## src/rtl/ptm_pkg.sv

```systemverilog
// ----------------------------------------------------------------------------
// ptm_pkg
// Shared types, register indexes, reset values and helpers for the pulsar
// trigger masking block.
// ----------------------------------------------------------------------------
package ptm_pkg;

  localparam int unsigned VOICES_DEF = 16;
  localparam int unsigned BUSY_W     = 16;
  localparam int unsigned CFG_W      = 17;
  localparam int unsigned CFG_IDX_W  = 3;
  localparam int unsigned CNT_W      = 8;
  localparam int unsigned PAN_W      = 17;
  localparam int unsigned PAN_SUM_W  = 20;   // signed, holds the unclamped pan sum

  localparam logic [PAN_W-1:0] Q16_ONE = 17'd65536;

  typedef enum logic [CFG_IDX_W-1:0] {
    REG_BURST_SETTING   = 3'd0,
    REG_CHANNEL_SETTING = 3'd1,
    REG_CHANNEL_MODE    = 3'd2,
    REG_KEEP_PROB       = 3'd3,
    REG_PAN_POSITION    = 3'd4,
    REG_PAN_SPREAD      = 3'd5,
    REG_CHANNEL_OFFSET  = 3'd6,
    REG_AMPLITUDE       = 3'd7
  } reg_idx_e;

  // Channel counting modes; codes 2 and 3 both count completed burst cycles while bursting is enabled
  localparam logic [1:0] MODE_EVERY    = 2'd0;
  localparam logic [1:0] MODE_UNMASKED = 2'd1;

  localparam logic [16:0] BURST_SETTING_RST   = 17'd4104;
  localparam logic [16:0] CHANNEL_SETTING_RST = 17'd4104;
  localparam logic [1:0]  CHANNEL_MODE_RST    = 2'd1;
  localparam logic [16:0] KEEP_PROB_RST       = 17'd65536;
  localparam logic [16:0] PAN_POSITION_RST    = 17'd32768;
  localparam logic [15:0] PAN_SPREAD_RST      = 16'd0;
  localparam logic [15:0] CHANNEL_OFFSET_RST  = 16'd16384;
  localparam logic [15:0] AMPLITUDE_RST       = 16'd65535;

  typedef struct packed {
    logic [16:0] burst_setting;
    logic [16:0] channel_setting;
    logic [1:0]  channel_mode;
    logic [16:0] keep_prob;
    logic [16:0] pan_position;
    logic [15:0] pan_spread;
    logic [15:0] channel_offset;
    logic [15:0] amplitude;
  } cfg_t;

  typedef struct packed {
    logic             burst_en;
    logic             chance_en;
    logic             channel_en;
    logic [CNT_W-1:0] burst_cnt;
    logic [CNT_W-1:0] channel_cnt;
  } state_t;

  typedef struct packed {
    logic             fire;
    logic [3:0]       voice_index;
    logic [PAN_W-1:0] pan;
    logic [15:0]      amplitude;
    logic             burst_masked;
    logic             chance_masked;
    logic             no_free_voice;
  } result_t;

  // Counter step: increment, fall back to zero once the total is reached
  function automatic logic [CNT_W-1:0] wrap_count(logic [CNT_W-1:0] count,
                                                  logic [CNT_W-1:0] total);
    logic [CNT_W:0] nxt;
    nxt = {1'b0, count} + {{CNT_W{1'b0}}, 1'b1};
    if (nxt >= {1'b0, total}) begin
      return '0;
    end
    return nxt[CNT_W-1:0];
  endfunction

endpackage

```

## src/rtl/ptm_step.sv

```systemverilog
// ----------------------------------------------------------------------------
// ptm_step
// Combinational evaluation of one trigger: burst, channel and stochastic
// masking, free voice search and pan arithmetic, plus next counter values.
// ----------------------------------------------------------------------------
module ptm_step
  import ptm_pkg::*;
#(
  parameter int unsigned VOICES = VOICES_DEF
) (
  input  cfg_t              cfg_i,
  input  state_t            state_i,
  input  logic [BUSY_W-1:0] voice_busy_i,
  input  logic [15:0]       chance_sample_i,
  input  logic [15:0]       spread_sample_i,
  output result_t           result_o,
  output logic [CNT_W-1:0]  burst_cnt_o,
  output logic [CNT_W-1:0]  channel_cnt_o
);

  // voice_busy only shows the low voices
  localparam int unsigned SEARCH = (VOICES < BUSY_W) ? VOICES : BUSY_W;

  logic             off_part;
  logic [CNT_W-1:0] burst_wrap;
  logic             bmask;
  logic             cycle_mode;
  logic             adv_channel;
  logic [CNT_W-1:0] ch_next;
  logic             cmask;
  logic             found;
  logic [3:0]       voice;
  logic             left;
  logic [31:0]      prod;
  logic [16:0]      scaled;
  logic signed [PAN_SUM_W-1:0] pan_sum;
  logic [PAN_W-1:0] pan_clamped;

  always_comb begin
    off_part   = state_i.burst_cnt >= cfg_i.burst_setting[7:0];
    burst_wrap = wrap_count(state_i.burst_cnt, cfg_i.burst_setting[15:8]);
    bmask      = state_i.burst_en && (cfg_i.burst_setting[16] ? !off_part : off_part);
    cycle_mode = state_i.burst_en && (cfg_i.channel_mode != MODE_EVERY) &&
                 (cfg_i.channel_mode != MODE_UNMASKED);
    adv_channel = (cycle_mode && (burst_wrap == '0)) ||
                  (cfg_i.channel_mode == MODE_EVERY) ||
                  (!cycle_mode && !bmask);
    ch_next = adv_channel ? wrap_count(state_i.channel_cnt, cfg_i.channel_setting[15:8])
                          : state_i.channel_cnt;
    burst_cnt_o   = state_i.burst_en ? burst_wrap : state_i.burst_cnt;
    channel_cnt_o = ch_next;

    cmask = !bmask && state_i.chance_en && (cfg_i.keep_prob < {1'b0, chance_sample_i});
  end

  // lowest free voice: scan from the top so the lowest index wins
  always_comb begin
    found = 1'b0;
    voice = '0;
    for (int i = SEARCH - 1; i >= 0; i--) begin
      if (!voice_busy_i[i]) begin
        found = 1'b1;
        voice = 4'(i);
      end
    end
  end

  always_comb begin
    left = (ch_next < cfg_i.channel_setting[7:0]) ^ cfg_i.channel_setting[16];
    // 2*spread*sample >> 16
    prod   = cfg_i.pan_spread * spread_sample_i;
    scaled = prod[31:15];
    pan_sum = $signed({3'b000, cfg_i.pan_position})
            + $signed({3'b000, scaled})
            - $signed({4'b0000, cfg_i.pan_spread});
    if (state_i.channel_en) begin
      if (left) begin
        pan_sum = pan_sum - $signed({4'b0000, cfg_i.channel_offset});
      end else begin
        pan_sum = pan_sum + $signed({4'b0000, cfg_i.channel_offset});
      end
    end
    if (pan_sum < 0) begin
      pan_clamped = '0;
    end else if (pan_sum > $signed({3'b000, Q16_ONE})) begin
      pan_clamped = Q16_ONE;
    end else begin
      pan_clamped = pan_sum[PAN_W-1:0];
    end
  end

  always_comb begin
    result_o               = '0;
    result_o.burst_masked  = bmask;
    result_o.chance_masked = cmask;
    if (!bmask && !cmask) begin
      if (found) begin
        result_o.fire        = 1'b1;
        result_o.voice_index = voice;
        result_o.pan         = pan_clamped;
        result_o.amplitude   = cfg_i.amplitude;
      end else begin
        result_o.no_free_voice = 1'b1;
      end
    end
  end

endmodule

```

## src/rtl/pulsar_trigger_masking.sv

```systemverilog
// ----------------------------------------------------------------------------
// pulsar_trigger_masking
// Trigger masking front end: input register, single-pass evaluation, result
// register. An accepted trigger moves from the input register into the result
// register, raising result valid, once that register is empty or being taken.
// Throughput is one trigger per cycle while results are taken; the input stage
// advances whenever the result register is empty or being taken. Reset clears
// stage valids, counters and masking enables and loads register defaults.
// ----------------------------------------------------------------------------
module pulsar_trigger_masking
  import ptm_pkg::*;
#(
  parameter int unsigned VOICES = VOICES_DEF
) (
  input  logic                 clk_i,
  input  logic                 rst_ni,
  input  logic                 cfg_we_i,
  input  logic [CFG_IDX_W-1:0] cfg_idx_i,
  input  logic [CFG_W-1:0]     cfg_data_i,
  input  logic                 in_valid_i,
  output logic                 in_ready_o,
  input  logic [BUSY_W-1:0]    voice_busy_i,
  input  logic [15:0]          chance_sample_i,
  input  logic [15:0]          spread_sample_i,
  output logic                 out_valid_o,
  input  logic                 out_ready_i,
  output logic                 fire_o,
  output logic [3:0]           voice_index_o,
  output logic [PAN_W-1:0]     pan_out_o,
  output logic [15:0]          amplitude_out_o,
  output logic                 burst_masked_o,
  output logic                 chance_masked_o,
  output logic                 no_free_voice_o
);

  cfg_t              cfg_q;
  state_t            state_q;
  logic              s1_valid_q;
  logic [BUSY_W-1:0] busy_q;
  logic [15:0]       chance_q;
  logic [15:0]       spread_q;
  logic              out_valid_q;
  result_t           out_q;

  result_t           result_d;
  logic [CNT_W-1:0]  burst_cnt_d;
  logic [CNT_W-1:0]  channel_cnt_d;
  logic              s1_adv;
  logic              in_xfer;

  assign s1_adv     = !out_valid_q || out_ready_i;
  assign in_ready_o = !s1_valid_q || s1_adv;
  assign in_xfer    = in_valid_i && in_ready_o;

  ptm_step #(
    .VOICES(VOICES)
  ) u_step (
    .cfg_i          (cfg_q),
    .state_i        (state_q),
    .voice_busy_i   (busy_q),
    .chance_sample_i(chance_q),
    .spread_sample_i(spread_q),
    .result_o       (result_d),
    .burst_cnt_o    (burst_cnt_d),
    .channel_cnt_o  (channel_cnt_d)
  );

  // configuration registers and masking state
  always_ff @(posedge clk_i or negedge rst_ni) begin
    if (!rst_ni) begin
      cfg_q.burst_setting   <= BURST_SETTING_RST;
      cfg_q.channel_setting <= CHANNEL_SETTING_RST;
      cfg_q.channel_mode    <= CHANNEL_MODE_RST;
      cfg_q.keep_prob       <= KEEP_PROB_RST;
      cfg_q.pan_position    <= PAN_POSITION_RST;
      cfg_q.pan_spread      <= PAN_SPREAD_RST;
      cfg_q.channel_offset  <= CHANNEL_OFFSET_RST;
      cfg_q.amplitude       <= AMPLITUDE_RST;
      state_q               <= '0;
    end else if (cfg_we_i) begin
      case (reg_idx_e'(cfg_idx_i))
        REG_BURST_SETTING: begin
          cfg_q.burst_setting <= cfg_data_i;
          state_q.burst_en    <= 1'b1;
          state_q.burst_cnt   <= '0;
        end
        REG_CHANNEL_SETTING: begin
          cfg_q.channel_setting <= cfg_data_i;
          state_q.channel_en    <= 1'b1;
          state_q.channel_cnt   <= '0;
        end
        REG_CHANNEL_MODE: cfg_q.channel_mode <= cfg_data_i[1:0];
        REG_KEEP_PROB: begin
          cfg_q.keep_prob   <= cfg_data_i;
          state_q.chance_en <= 1'b1;
        end
        REG_PAN_POSITION:   cfg_q.pan_position   <= cfg_data_i;
        REG_PAN_SPREAD:     cfg_q.pan_spread     <= cfg_data_i[15:0];
        REG_CHANNEL_OFFSET: cfg_q.channel_offset <= cfg_data_i[15:0];
        REG_AMPLITUDE:      cfg_q.amplitude      <= cfg_data_i[15:0];
        default: ;
      endcase
    end else if (s1_valid_q && s1_adv) begin
      state_q.burst_cnt   <= burst_cnt_d;
      state_q.channel_cnt <= channel_cnt_d;
    end
  end

  // input stage
  always_ff @(posedge clk_i or negedge rst_ni) begin
    if (!rst_ni) begin
      s1_valid_q <= 1'b0;
    end else if (in_ready_o) begin
      s1_valid_q <= in_valid_i;
    end
  end

  always_ff @(posedge clk_i) begin
    if (in_xfer) begin
      busy_q   <= voice_busy_i;
      chance_q <= chance_sample_i;
      spread_q <= spread_sample_i;
    end
  end

  // result stage
  always_ff @(posedge clk_i or negedge rst_ni) begin
    if (!rst_ni) begin
      out_valid_q <= 1'b0;
    end else if (s1_adv) begin
      out_valid_q <= s1_valid_q;
    end
  end

  always_ff @(posedge clk_i) begin
    if (s1_valid_q && s1_adv) begin
      out_q <= result_d;
    end
  end

  assign out_valid_o     = out_valid_q;
  assign fire_o          = out_q.fire;
  assign voice_index_o   = out_q.voice_index;
  assign pan_out_o       = out_q.pan;
  assign amplitude_out_o = out_q.amplitude;
  assign burst_masked_o  = out_q.burst_masked;
  assign chance_masked_o = out_q.chance_masked;
  assign no_free_voice_o = out_q.no_free_voice;

endmodule
```

## config.mk

```make
export PLATFORM = sky130hd
export DESIGN_NAME = pulsar_trigger_masking
export DESIGN_NICKNAME = d
export VERILOG_FILES = /design/src/rtl/ptm_pkg.sv /design/src/rtl/ptm_step.sv /design/src/rtl/pulsar_trigger_masking.sv
export SDC_FILE = /design/constraint.sdc
export NUM_CORES = 1
export LEC_CHECK = 0
export BUFFER_PORTS_ARGS = -buffer_cell sky130_fd_sc_hd__buf_2
export CAP_MARGIN = 15
export CORE_ASPECT_RATIO = 1.1
export CORE_UTILIZATION = 57
export CTS_CLUSTER_DIAMETER = 150
export CTS_CLUSTER_SIZE = 20
export DETAILED_ROUTE_END_ITERATION = 6
export HOLD_SLACK_MARGIN = 0.1
export PLACE_DENSITY = 0.82
export SLEW_MARGIN = 20
export SYNTH_ARGS = -nofsm -noshare
export SYNTH_HDL_FRONTEND = slang
export SYNTH_SLANG_ARGS = --single-unit
```

## constraint.sdc

```tcl
create_clock -name clk_i -period 9.7 [get_ports clk_i]
set_clock_uncertainty 0.05 [all_clocks]
set_input_delay 1.455 -clock clk_i [delete_from_list [all_inputs] [get_ports clk_i]]
set_output_delay 1.455 -clock clk_i [all_outputs]
set_load 0.02 [all_outputs]
```

# After elaboration in Yosys (flattened, before gate mapping)
# Index checks and enable logic that the tools add are counted.
dict set report op_classes {
  shifts 0
  div 0
  multipliers 1
  n_bitwise 3
  magnitude_cmp 7
  mux 51
  n_reduce_logical 43
  add_sub_neg 6
  eq_ne 10
}
# op count
set ops {}
lappend ops {{$mux W4} 16}
lappend ops {{$mux W8} 8}
lappend ops {{$mux W20} 2}
lappend ops {{$sub A20 B17 Y20} 2}
lappend ops {{$mux W38} 1}
lappend ops {{$mux W17} 2}
lappend ops {{$mul A16 B16 Y32} 1}
lappend ops {{$mux W16} 2}
lappend ops {{$add A20 B17 Y20} 1}
lappend ops {{$gt A20 B18 Y1 const B} 1}
lappend ops {{$lt A20 B1 Y1 const B} 1}
lappend ops {{$mux W1} 20}
lappend ops {{$reduce_and A2 Y1} 10}
lappend ops {{$add A17 B17 Y18} 1}
lappend ops {{$add A8 B1 Y9 const B} 2}
lappend ops {{$ge A9 B8 Y1} 2}
lappend ops {{$lt A17 B16 Y1} 1}
lappend ops {{$eq A3 B3 Y1 const B} 4}
lappend ops {{$logic_and A1 B1 Y1} 10}
lappend ops {{$reduce_and A10 Y1} 1}
lappend ops {{$ge A8 B8 Y1} 1}
lappend ops {{$logic_not A8 Y1} 1}
lappend ops {{$lt A8 B8 Y1} 1}
lappend ops {{$eq A3 B2 Y1 const B} 2}
lappend ops {{other kinds (14)} 28}
dict set report word_totals {
  input_bits 73
  mem_count 0
  output_inout_bits 43
  mem_bits_ro 0
  elab_cells 150
  ram_bits 0
  register_bits 228
  latch_bits 0
}

# Longest topological paths before layout
# Gate-level depths: netlist (run 1).
dict set report depth {
  ltp_word 18
  ltp_mapped 50
  mapped_depth_nobuf 48
}

# Cells and area by module
# From an unflattened synthesis (run 1), not the netlist that was laid out.
dict set report hier_totals {
  cells_unflattened 2050
  hier_area_um2 21315.4
}
# mod area_each_um2 cells_per_inst seq_area_each_um2 instances
set by_module_without_submodules {}
lappend by_module_without_submodules {ptm_step 13228.9 1651 0.0 1}
lappend by_module_without_submodules {pulsar_trigger_masking 8086.5 399 6180.9 1}

# Worst setup path after synthesis (run 1)
# OpenSTA, ideal clock, no wires.
dict set report synth_path {
  path_type {register to register}
  from {register cfg_q[41] in the netlist's numbering}
  to {register out_q (netlist bit pan_out_o[0]), data pin}
  period_less_slack_ps 10688
  n_path_buf 3
  arrival_time_ps 10364
  slack_ps -988
  setup_time_ps 274
  t_required_ps 9376
  path_stages_with_launch 45
  path_cell_list {dfrtp_1 -> clkbuf_1 -> clkbuf_1 -> nand2_1 -> fa_1 -> fa_1 -> fa_1 -> inv_1 -> fa_1 -> fa_1 -> inv_1 -> fa_1 -> inv_1 -> ha_1 -> a21oi_1 -> o21ai_0 -> and2_1 -> a31o_2 -> [9 not listed] -> o21ai_0 -> a21o_1 -> a21oi_1 -> xnor2_1 -> ha_1 -> or3_1 -> o21ai_0 -> o21ai_0 -> xnor2_1 -> ha_1 -> nand3_1 -> o21ai_0 -> nor2_1 -> and4b_1 -> a211oi_2 -> mux2i_2 -> buf_6 -> nor4_2}
}
dict set report synth_via {
  elab_chain_cells 8
  elab_cells_between_ends 10
  classes_between {add/sub (4); mul (1); order compare (2); mux (2); reduce/logical (1)}
}
# item line_no
set synth_lines {}
lappend synth_lines {{from (decl)} pulsar_trigger_masking.sv:36} ;# cfg_t cfg_q;
lappend synth_lines {{$mul A16 B16 Y32} ptm_step.sv:71} ;# prod = cfg_i.pan_spread * spread_sample_i;
lappend synth_lines {{$add A17 B17 Y18} ptm_step.sv:74} ;# + $signed({3'b000, scaled})
lappend synth_lines {{$sub A20 B17 Y20 (*)} ptm_step.sv:75} ;# - $signed({4'b0000, cfg_i.pan_spread});
lappend synth_lines {{$add A20 B17 Y20 / $sub A20 B17 Y20 (equally long branches)} {ptm_step.sv:80, ptm_step.sv:78}}
lappend synth_lines {{$mux W20} ptm_step.sv:77} ;# if (left) begin
lappend synth_lines {{$mux W20 (*)} ptm_step.sv:76} ;# if (state_i.channel_en) begin
lappend synth_lines {{$gt A20 B18 Y1 / $lt A20 B1 Y1 (equally long branches)} {ptm_step.sv:85, ptm_step.sv:83}}
lappend synth_lines {{$reduce_or A4 Y1 (no line)} -}
lappend synth_lines {{to (signal assigned)} pulsar_trigger_masking.sv:137} ;# out_q <= result_d;
lappend synth_lines {{to (decl)} pulsar_trigger_masking.sv:43} ;# result_t out_q;
# Mark *: on every way between the ends. The rest lies on a longest branch, timed or not.
# A chain may end at the register's enable or synchronous reset.

# Worst setup path after layout (run 1)
dict set report layout_path {
  from {register spread_q[6]}
  to {register out_q (netlist bit pan_out_o[9]), data pin}
}
dict set report layout_via {
  elab_chain_cells 8
  elab_cells_between_ends 10
  classes_between {add/sub (4); mul (1); order compare (2); mux (2); reduce/logical (1)}
}
# item line_no
set layout_lines {}
lappend layout_lines {{from (decl)} pulsar_trigger_masking.sv:41} ;# logic [15:0] spread_q;
lappend layout_lines {{from (signal assigned)} pulsar_trigger_masking.sv:122} ;# spread_q <= spread_sample_i;
lappend layout_lines {{$mul A16 B16 Y32 (*)} ptm_step.sv:71}
lappend layout_lines {{$add A17 B17 Y18 (*)} ptm_step.sv:74}
lappend layout_lines {{$sub A20 B17 Y20 (*)} ptm_step.sv:75}
lappend layout_lines {{$add A20 B17 Y20 / $sub A20 B17 Y20 (equally long branches)} {ptm_step.sv:80, ptm_step.sv:78}}
lappend layout_lines {{$mux W20} ptm_step.sv:77}
lappend layout_lines {{$mux W20 (*)} ptm_step.sv:76}
lappend layout_lines {{$gt A20 B18 Y1 / $lt A20 B1 Y1 (equally long branches)} {ptm_step.sv:85, ptm_step.sv:83}}
lappend layout_lines {{$reduce_or A4 Y1 (no line)} -}
# Marks and branches as above.

==> results of run 1 <==
## routing by layer
metal	vias to the layer above	part of all wire (%)	routed length [um]	global-route usage (%)
met4	2	4.8	2592	13.55
met5	-	0.024	13	0
met2	545	52	28310	52.22
met3	169	5.3	2859	3.946
met1	8393	38	20550	32.81
li1	7586	-	-	-
## worst paths after layout
path | end | cells past startpoint | start
setup / recovery | pan_out_o[9]$_SDFFCE_PP0P_ | 45 | spread_q[6]$_DFFE_PP_
hold / removal | state_q[17]$_DFFE_PN0P_ | 1 | state_q[17]$_DFFE_PN0P_
setup reg to reg | pan_out_o[9]$_SDFFCE_PP0P_ | 45 | spread_q[6]$_DFFE_PP_
hold reg to reg | state_q[17]$_DFFE_PN0P_ | 1 | state_q[17]$_DFFE_PN0P_
max in group asynchronous | cfg_q[64]$_DFFE_PN0P_ | 2 | rst_ni
min in group asynchronous | state_q[14]$_DFFE_PN0P_ | 1 | rst_ni
## worst max-delay path, delay by kind of cell, from the launching register on
family / cells / cell delay (ns)
AOI/OAI and AO/OA: 18 / 3.08
and+or+nand+nor: 7 / 1.16
adders and majority gates: 10 / 4.15
DFF: 1 / 0.48
xor gates and xnor gates: 3 / 0.47
buffers and inverters: 7 / 0.92
## area by class of cell
class / count / area, um2 / area share (%)
repair buffers: 365 / 2601 / 10.39
clock buffers: 24 / 409.1 / 1.634
multi-input cells: 1496 / 13970 / 55.80
clock inverters: 2 / 25.02 / 0.09993
well taps: 487 / 609.3 / 2.433
inverters: 330 / 1239 / 4.947
flip-flops and latches: 228 / 6186 / 24.70
## cells by family (layout without fill, tap and decap cells)
group,count (synthesis),in the layout
xor gates and xnor gates,78,78
and+or+nand+nor,654,654
buffers and inverters,395,721
muxes,99,99
adders and majority gates,400,400
DFF,228,228
AOI/OAI and AO/OA,265,265
## Yosys cell counts (23+ instances only)
| cell type | instances | area, um2 |
|---|---|---|
| sky130_fd_sc_hd__nor3_1 | 28 | 140.1 |
| sky130_fd_sc_hd__and2_1 | 125 | 782.0 |
| sky130_fd_sc_hd__edfxtp_1 | 89 | 2673 |
| sky130_fd_sc_hd__mux2_2 | 93 | 1047 |
| sky130_fd_sc_hd__inv_1 | 328 | 1231 |
| sky130_fd_sc_hd__nand3_1 | 30 | 150.1 |
| sky130_fd_sc_hd__nor2_1 | 67 | 251.5 |
| sky130_fd_sc_hd__xnor2_1 | 56 | 490.5 |
| sky130_fd_sc_hd__o21ai_0 | 82 | 410.4 |
| sky130_fd_sc_hd__fa_1 | 196 | 3924 |
| sky130_fd_sc_hd__a21o_1 | 27 | 202.7 |
| sky130_fd_sc_hd__dfstp_2 | 24 | 630.6 |
| sky130_fd_sc_hd__clkbuf_1 | 60 | 225.2 |
| sky130_fd_sc_hd__ha_1 | 204 | 2552 |
| sky130_fd_sc_hd__nand2b_1 | 23 | 143.9 |
| sky130_fd_sc_hd__a21oi_1 | 56 | 280.3 |
| sky130_fd_sc_hd__dfrtp_1 | 115 | 2878 |
| sky130_fd_sc_hd__nand2_1 | 273 | 1025 |
## sequential cells by signal, summed over array words and instances, names as in the netlist
name and cells:
s1_valid_q 1, chance_q 16, pan_out_o 17, voice_index_o 4, no_free_voice_o 1, fire_o 1, state_q 19, busy_q 16
spread_q 16, cfg_q 118, out_valid_o 1, amplitude_out_o 16, chance_masked_o 1, burst_masked_o 1
## cell usage in the layout (no fill, tap or decap), types with 64 or more instances in the layout
cell type | Yosys | final
sky130_fd_sc_hd__inv_1 | 328 | 321
sky130_fd_sc_hd__and2_1 | 125 | 116
sky130_fd_sc_hd__o21ai_0 | 82 | 65
sky130_fd_sc_hd__dfrtp_1 | 115 | 111
sky130_fd_sc_hd__ha_1 | 204 | 194
sky130_fd_sc_hd__nor2_1 | 67 | 64
sky130_fd_sc_hd__buf_2 | 0 | 115
sky130_fd_sc_hd__nand2_1 | 273 | 271
sky130_fd_sc_hd__edfxtp_1 | 89 | 89
sky130_fd_sc_hd__fa_1 | 196 | 192
sky130_fd_sc_hd__buf_4 | 0 | 233
sky130_fd_sc_hd__mux2_2 | 93 | 93
## through the flow
step | instances | area [um2] | worst slack (ns) | setup TNS [ns]
2_1_floorplan | 2119 | 21210 | -0.2952 | -3.922
3_3_place_gp | 2874 | 23760 | -0.4610 | -7.665
3_5_place_dp | 2874 | 23760 | -0.7147 | -11.75
4_1_cts | 2919 | 24540 | -0.5847 | -9.704
5_1_grt | 2932 | 25040 | -1.235 | -20.27
6_report | 2932 | 25040 | -0.8536 | -14.21
## timing repair
action,CTS,global route
pin swaps,15,63
resized for setup,36,86
setup buffers,18,10
endpoints found under the setup margin,17,17
cloned,1,3
==> reports/metrics.yaml, run 1 <==
initial_antenna_violation_count: 3
synth-edff-count: 89
synthCells: 2119
status: "finished with violations"
timing.final.ws_setup_ns: -0.8536
failed_checks: "DRC, setup timing"
worstSetupEndpointType: "flip-flop"
finalHoldWorstSlack_ns: 0.4322
worst_path_largest_cell_delay_ns: 0.55
synthSimpleGateAreaFrac_pct: 15.79
synth-adder-area-share_pct: 30.79
worstSetupPathType: "reg -> reg"
critical_path.most_common_cell: "sky130_fd_sc_hd__fa_1"
synth.net_count: 2592
holdBufCountCts: 0
setup_viol_count_final: 17
yosysUniqueCellTypes: 77
first_global_vias: 17810
mappedNetlistArea_um2: 21030
io_buffer_count: 115
final-hold-violation-count: 0
core_um2: 36260
initial_utilization_pct: 58.00
synth-compound-area-share_pct: 8.210
detailedRoute.firstPassIterationCount: 7
gp_routability_congestion: 0.9373
post_synth_xor_area_fraction_pct: 3.373
die_width_um: 185.1
worst_path_max_delay_cell: "sky130_fd_sc_hd__fa_1"
synth-seq-cells: 228
num-nets-final: 2909
reg2reg_setup_slack_ns: -0.85
overflow: 0
unrepaired_setup_endpoints_after_global_routing: "true"
layout-area-overhead-vs-synth_pct: 19.07
route.antenna.remaining_nets: 0
cts.sink_count: 228
design.die.area_um2: 37670
antenna_cells_inserted: 0
synth-main-ff-cell: "sky130_fd_sc_hd__dfrtp_1"
wire_per_inst_um: 18.53
io-pin-count: 116
dr.first_iter.drc_count: 900
max-slew-margin-rel_pct: 26.71
synth-warning-count: 0
layout_min_cycle_time_ns: 10.55
yosys-mux-area-fraction_pct: 5.283
fin_util_pct: 69.06
post_route_cells_drive_above_1_share_pct: 26.63
timing.critical_path.fanout_max: 8
final.fill_count: 2539
via_per_inst: 5.694
clkSlewWorstSetupHoldPaths_ns: 0.10
largest_family_of_logic_cells_by_synthesized_area: "adder cells"
grt.total_usage_pct: 28.62
layout_worst_path_cycle_share_pct: 108.8
wirelength_mm: 54.32
critical_path.startpoint_type: "flip-flop"
cts_root_buf: "sky130_fd_sc_hd__clkbuf_16"
grt_max_degree: 81
detailroute.via_count: 16700
dp.final_hpwl_mm: 40.39
hp-class: "reg -> reg"
slew_viol_final: 0
cts_max_path_buffers: 3
synthesized_area_per_cell_um2: 9.925
cts_made_buffers: 15
fp-row-count: 73
grt_pass1_wl_mm: 85.24
timing.critical_path.arrival_ns: 10.78
post-route-drc-count: 1
synth.yosys.seq_area_share_pct: 29.39
postSynth.asyncResetShare_pct: 60.96
worst_slew_pin_slew_ns: 1.085
max_freq_mhz: 94.75
chipHeight_um: 203.5
required_ns: 9.92
clk_lat_worst_skew_ns: 0.52
maxCapViolations: 0
cts_max_level: 1
tritoncts: "done"
Power of run 1 is left out: the tool's default activity adds up to more than one toggle a clock period on the data nets, which glitch-free logic cannot reach.
==> run 2: changes to the inputs <==
--- a/config.mk
+++ b/config.mk
@@ -14,6 +14,7 @@
 export DETAILED_ROUTE_END_ITERATION = 6
 export HOLD_SLACK_MARGIN = 0.1
 export PLACE_DENSITY = 0.82
+export REMOVE_ABC_BUFFERS = 1
 export SLEW_MARGIN = 20
 export SYNTH_ARGS = -nofsm -noshare
 export SYNTH_HDL_FRONTEND = slang
==> reports/metrics.yaml, run 2 (synthesis gave the netlist of run 1 again) <==
maxCapViolations: 0
capture_instance_of_the_worst_register_to_register_path: "pan_out_o[6]$_SDFFCE_PP0P_"
layout_min_cycle_time_ns: 10.74
max_freq_mhz: 93.07
cts_max_level: 1
gp_routability_congestion: 0.9411
cpLargestDelayFamily: "adder cells"
detailedRoute.firstPassIterationCount: 7
grt_pass1_wl_mm: 86.07
worst_slew_pin_slew_ns: 1.145
final-hold-violation-count: 0
unrepaired_setup_endpoints_after_global_routing: "true"
setup_viol_count_final: 17
critical_path.startpoint_type: "flip-flop"
hp-class: "reg -> reg"
final_cell_mix: "sky130_fd_sc_hd__inv_1 (314), sky130_fd_sc_hd__nand2_1 (270), sky130_fd_sc_hd__buf_4 (268)"
via_per_inst: 5.719
initial_utilization_pct: 58.00
mostFrequentLayoutCell: "sky130_fd_sc_hd__inv_1"
initial_antenna_violation_count: 1
worst_path_max_delay_cell: "sky130_fd_sc_hd__fa_1"
route.antenna.remaining_nets: 0
worstSetupPathType: "reg -> reg"
chipHeight_um: 203.5
critical_path.most_common_cell: "sky130_fd_sc_hd__fa_1"
wirelength_mm: 55.74
failed_checks: "DRC, setup timing"
detailroute.via_count: 16990
cts_max_path_buffers: 3
tritoncts: "done"
io_buffer_count: 115
worstSetupPathDepth: 45
core_um2: 36260
timing.setup.tns_ns: -16.92
r2r-start: "spread_q[6]$_DFFE_PP_"
holdBufCountCts: 0
wire_per_inst_um: 18.76
clkSlewWorstSetupHoldPaths_ns: 0.11
largest_register_ff_count: 118
reg2regPathDepth: 45
io-pin-count: 116
worstSetupEndpointType: "flip-flop"
status: "finished with violations"
cts_root_buf: "sky130_fd_sc_hd__clkbuf_16"
grt.total_usage_pct: 29.21
registers.top_by_ff_count: "cfg_q"
fp-row-count: 73
crit_buf_inv: 10
clk_lat_worst_skew_ns: 0.52
overflow: 0
cts_made_buffers: 15
layout-area-overhead-vs-synth_pct: 21.13
endpoint_of_the_worst_setup_timing_path: "pan_out_o[6]$_SDFFCE_PP0P_"
required_ns: 9.98
design.die.area_um2: 37670
timing.critical_path.arrival_ns: 11.03
first_global_vias: 17540
num-nets-final: 2947
worst_path_largest_cell_delay_ns: 0.57
dp.final_hpwl_mm: 39.64
max-slew-margin-rel_pct: 22.60
slew_viol_final: 0
die_width_um: 185.1
timing.final.ws_setup_ns: -1.044
post_route_cells_drive_above_1_share_pct: 28.43
reg2reg_setup_slack_ns: -1.04
post-route-drc-count: 3
grt_max_degree: 73
layout_worst_path_cycle_share_pct: 110.8
timing.critical_path.fanout_max: 13
timing.critical_path.from: "spread_q[6]$_DFFE_PP_"
cts.sink_count: 228
dr.first_iter.drc_count: 1063
## run 2: worst min-delay path by stage
stage,start,endpoint,depth (start not counted)
5_1_grt,cfg_q[78]$_DFFE_PN0P_,cfg_q[78]$_DFFE_PN0P_,1
4_1_cts,state_q[17]$_DFFE_PN0P_,state_q[17]$_DFFE_PN0P_,1
6_report,state_q[17]$_DFFE_PN0P_,state_q[17]$_DFFE_PN0P_,1
3_3_place_gp,state_q[17]$_DFFE_PN0P_,state_q[17]$_DFFE_PN0P_,1
3_5_place_dp,state_q[17]$_DFFE_PN0P_,state_q[17]$_DFFE_PN0P_,1
2_1_floorplan,state_q[17]$_DFFE_PN0P_,state_q[17]$_DFFE_PN0P_,1
## run 2: layout make-up
cell class	instances	area (um2)
diodes	1	2.502
well taps	487	609.3
multi-input cells	1496	14120
clock buffers	23	415.4
repair buffers	403	2880
inverters	330	1239
clock inverters	3	22.52
flip-flops and latches	228	6185
fillers	2390	10790
## run 2: worst register-to-register path: cells and delay by family (launching register included)
kind                       cells  cell delay (ns)
AOI/OAI and AO/OA             10             2.01
and+or+nand+nor               12             2.10
xor gates and xnor gates       3             0.49
buffers and inverters         10             1.13
DFF                            1             0.46
adders and majority gates     10             4.33
## run 2: stage by stage
step	hold WS (ns)	setup WS, ns	cells	instance area, um2	util, %
3_5_place_dp	0.4195	-1.033	2906	23880	65.86
2_1_floorplan	0.3843	-1.192	2054	20760	-
5_1_grt	0.4835	-1.559	2970	25470	70.25
3_3_place_gp	0.3996	-0.7969	2906	23880	65.86
4_1_cts	0.4439	-0.6342	2957	25040	69.04
6_report	0.4381	-1.044	2971	25470	70.25
## run 2: routing by layer
metal	wire (um)	track usage [%]	vias to the layer above
met2	28350	52.16	691
met4	3477	14.85	0
met5	0	0	-
li1	-	-	7671
met1	20670	34.40	8386
met3	3237	3.518	242
## run 2: repair_timing
item / CTS / global route
gates cloned: 2 / 0
setup endpoints to repair: 17 / 17
buffers inserted: 24 / 13
gates resized for setup: 117 / 64
pin swaps: 96 / 65
Power of run 2 is left out for the same reason.
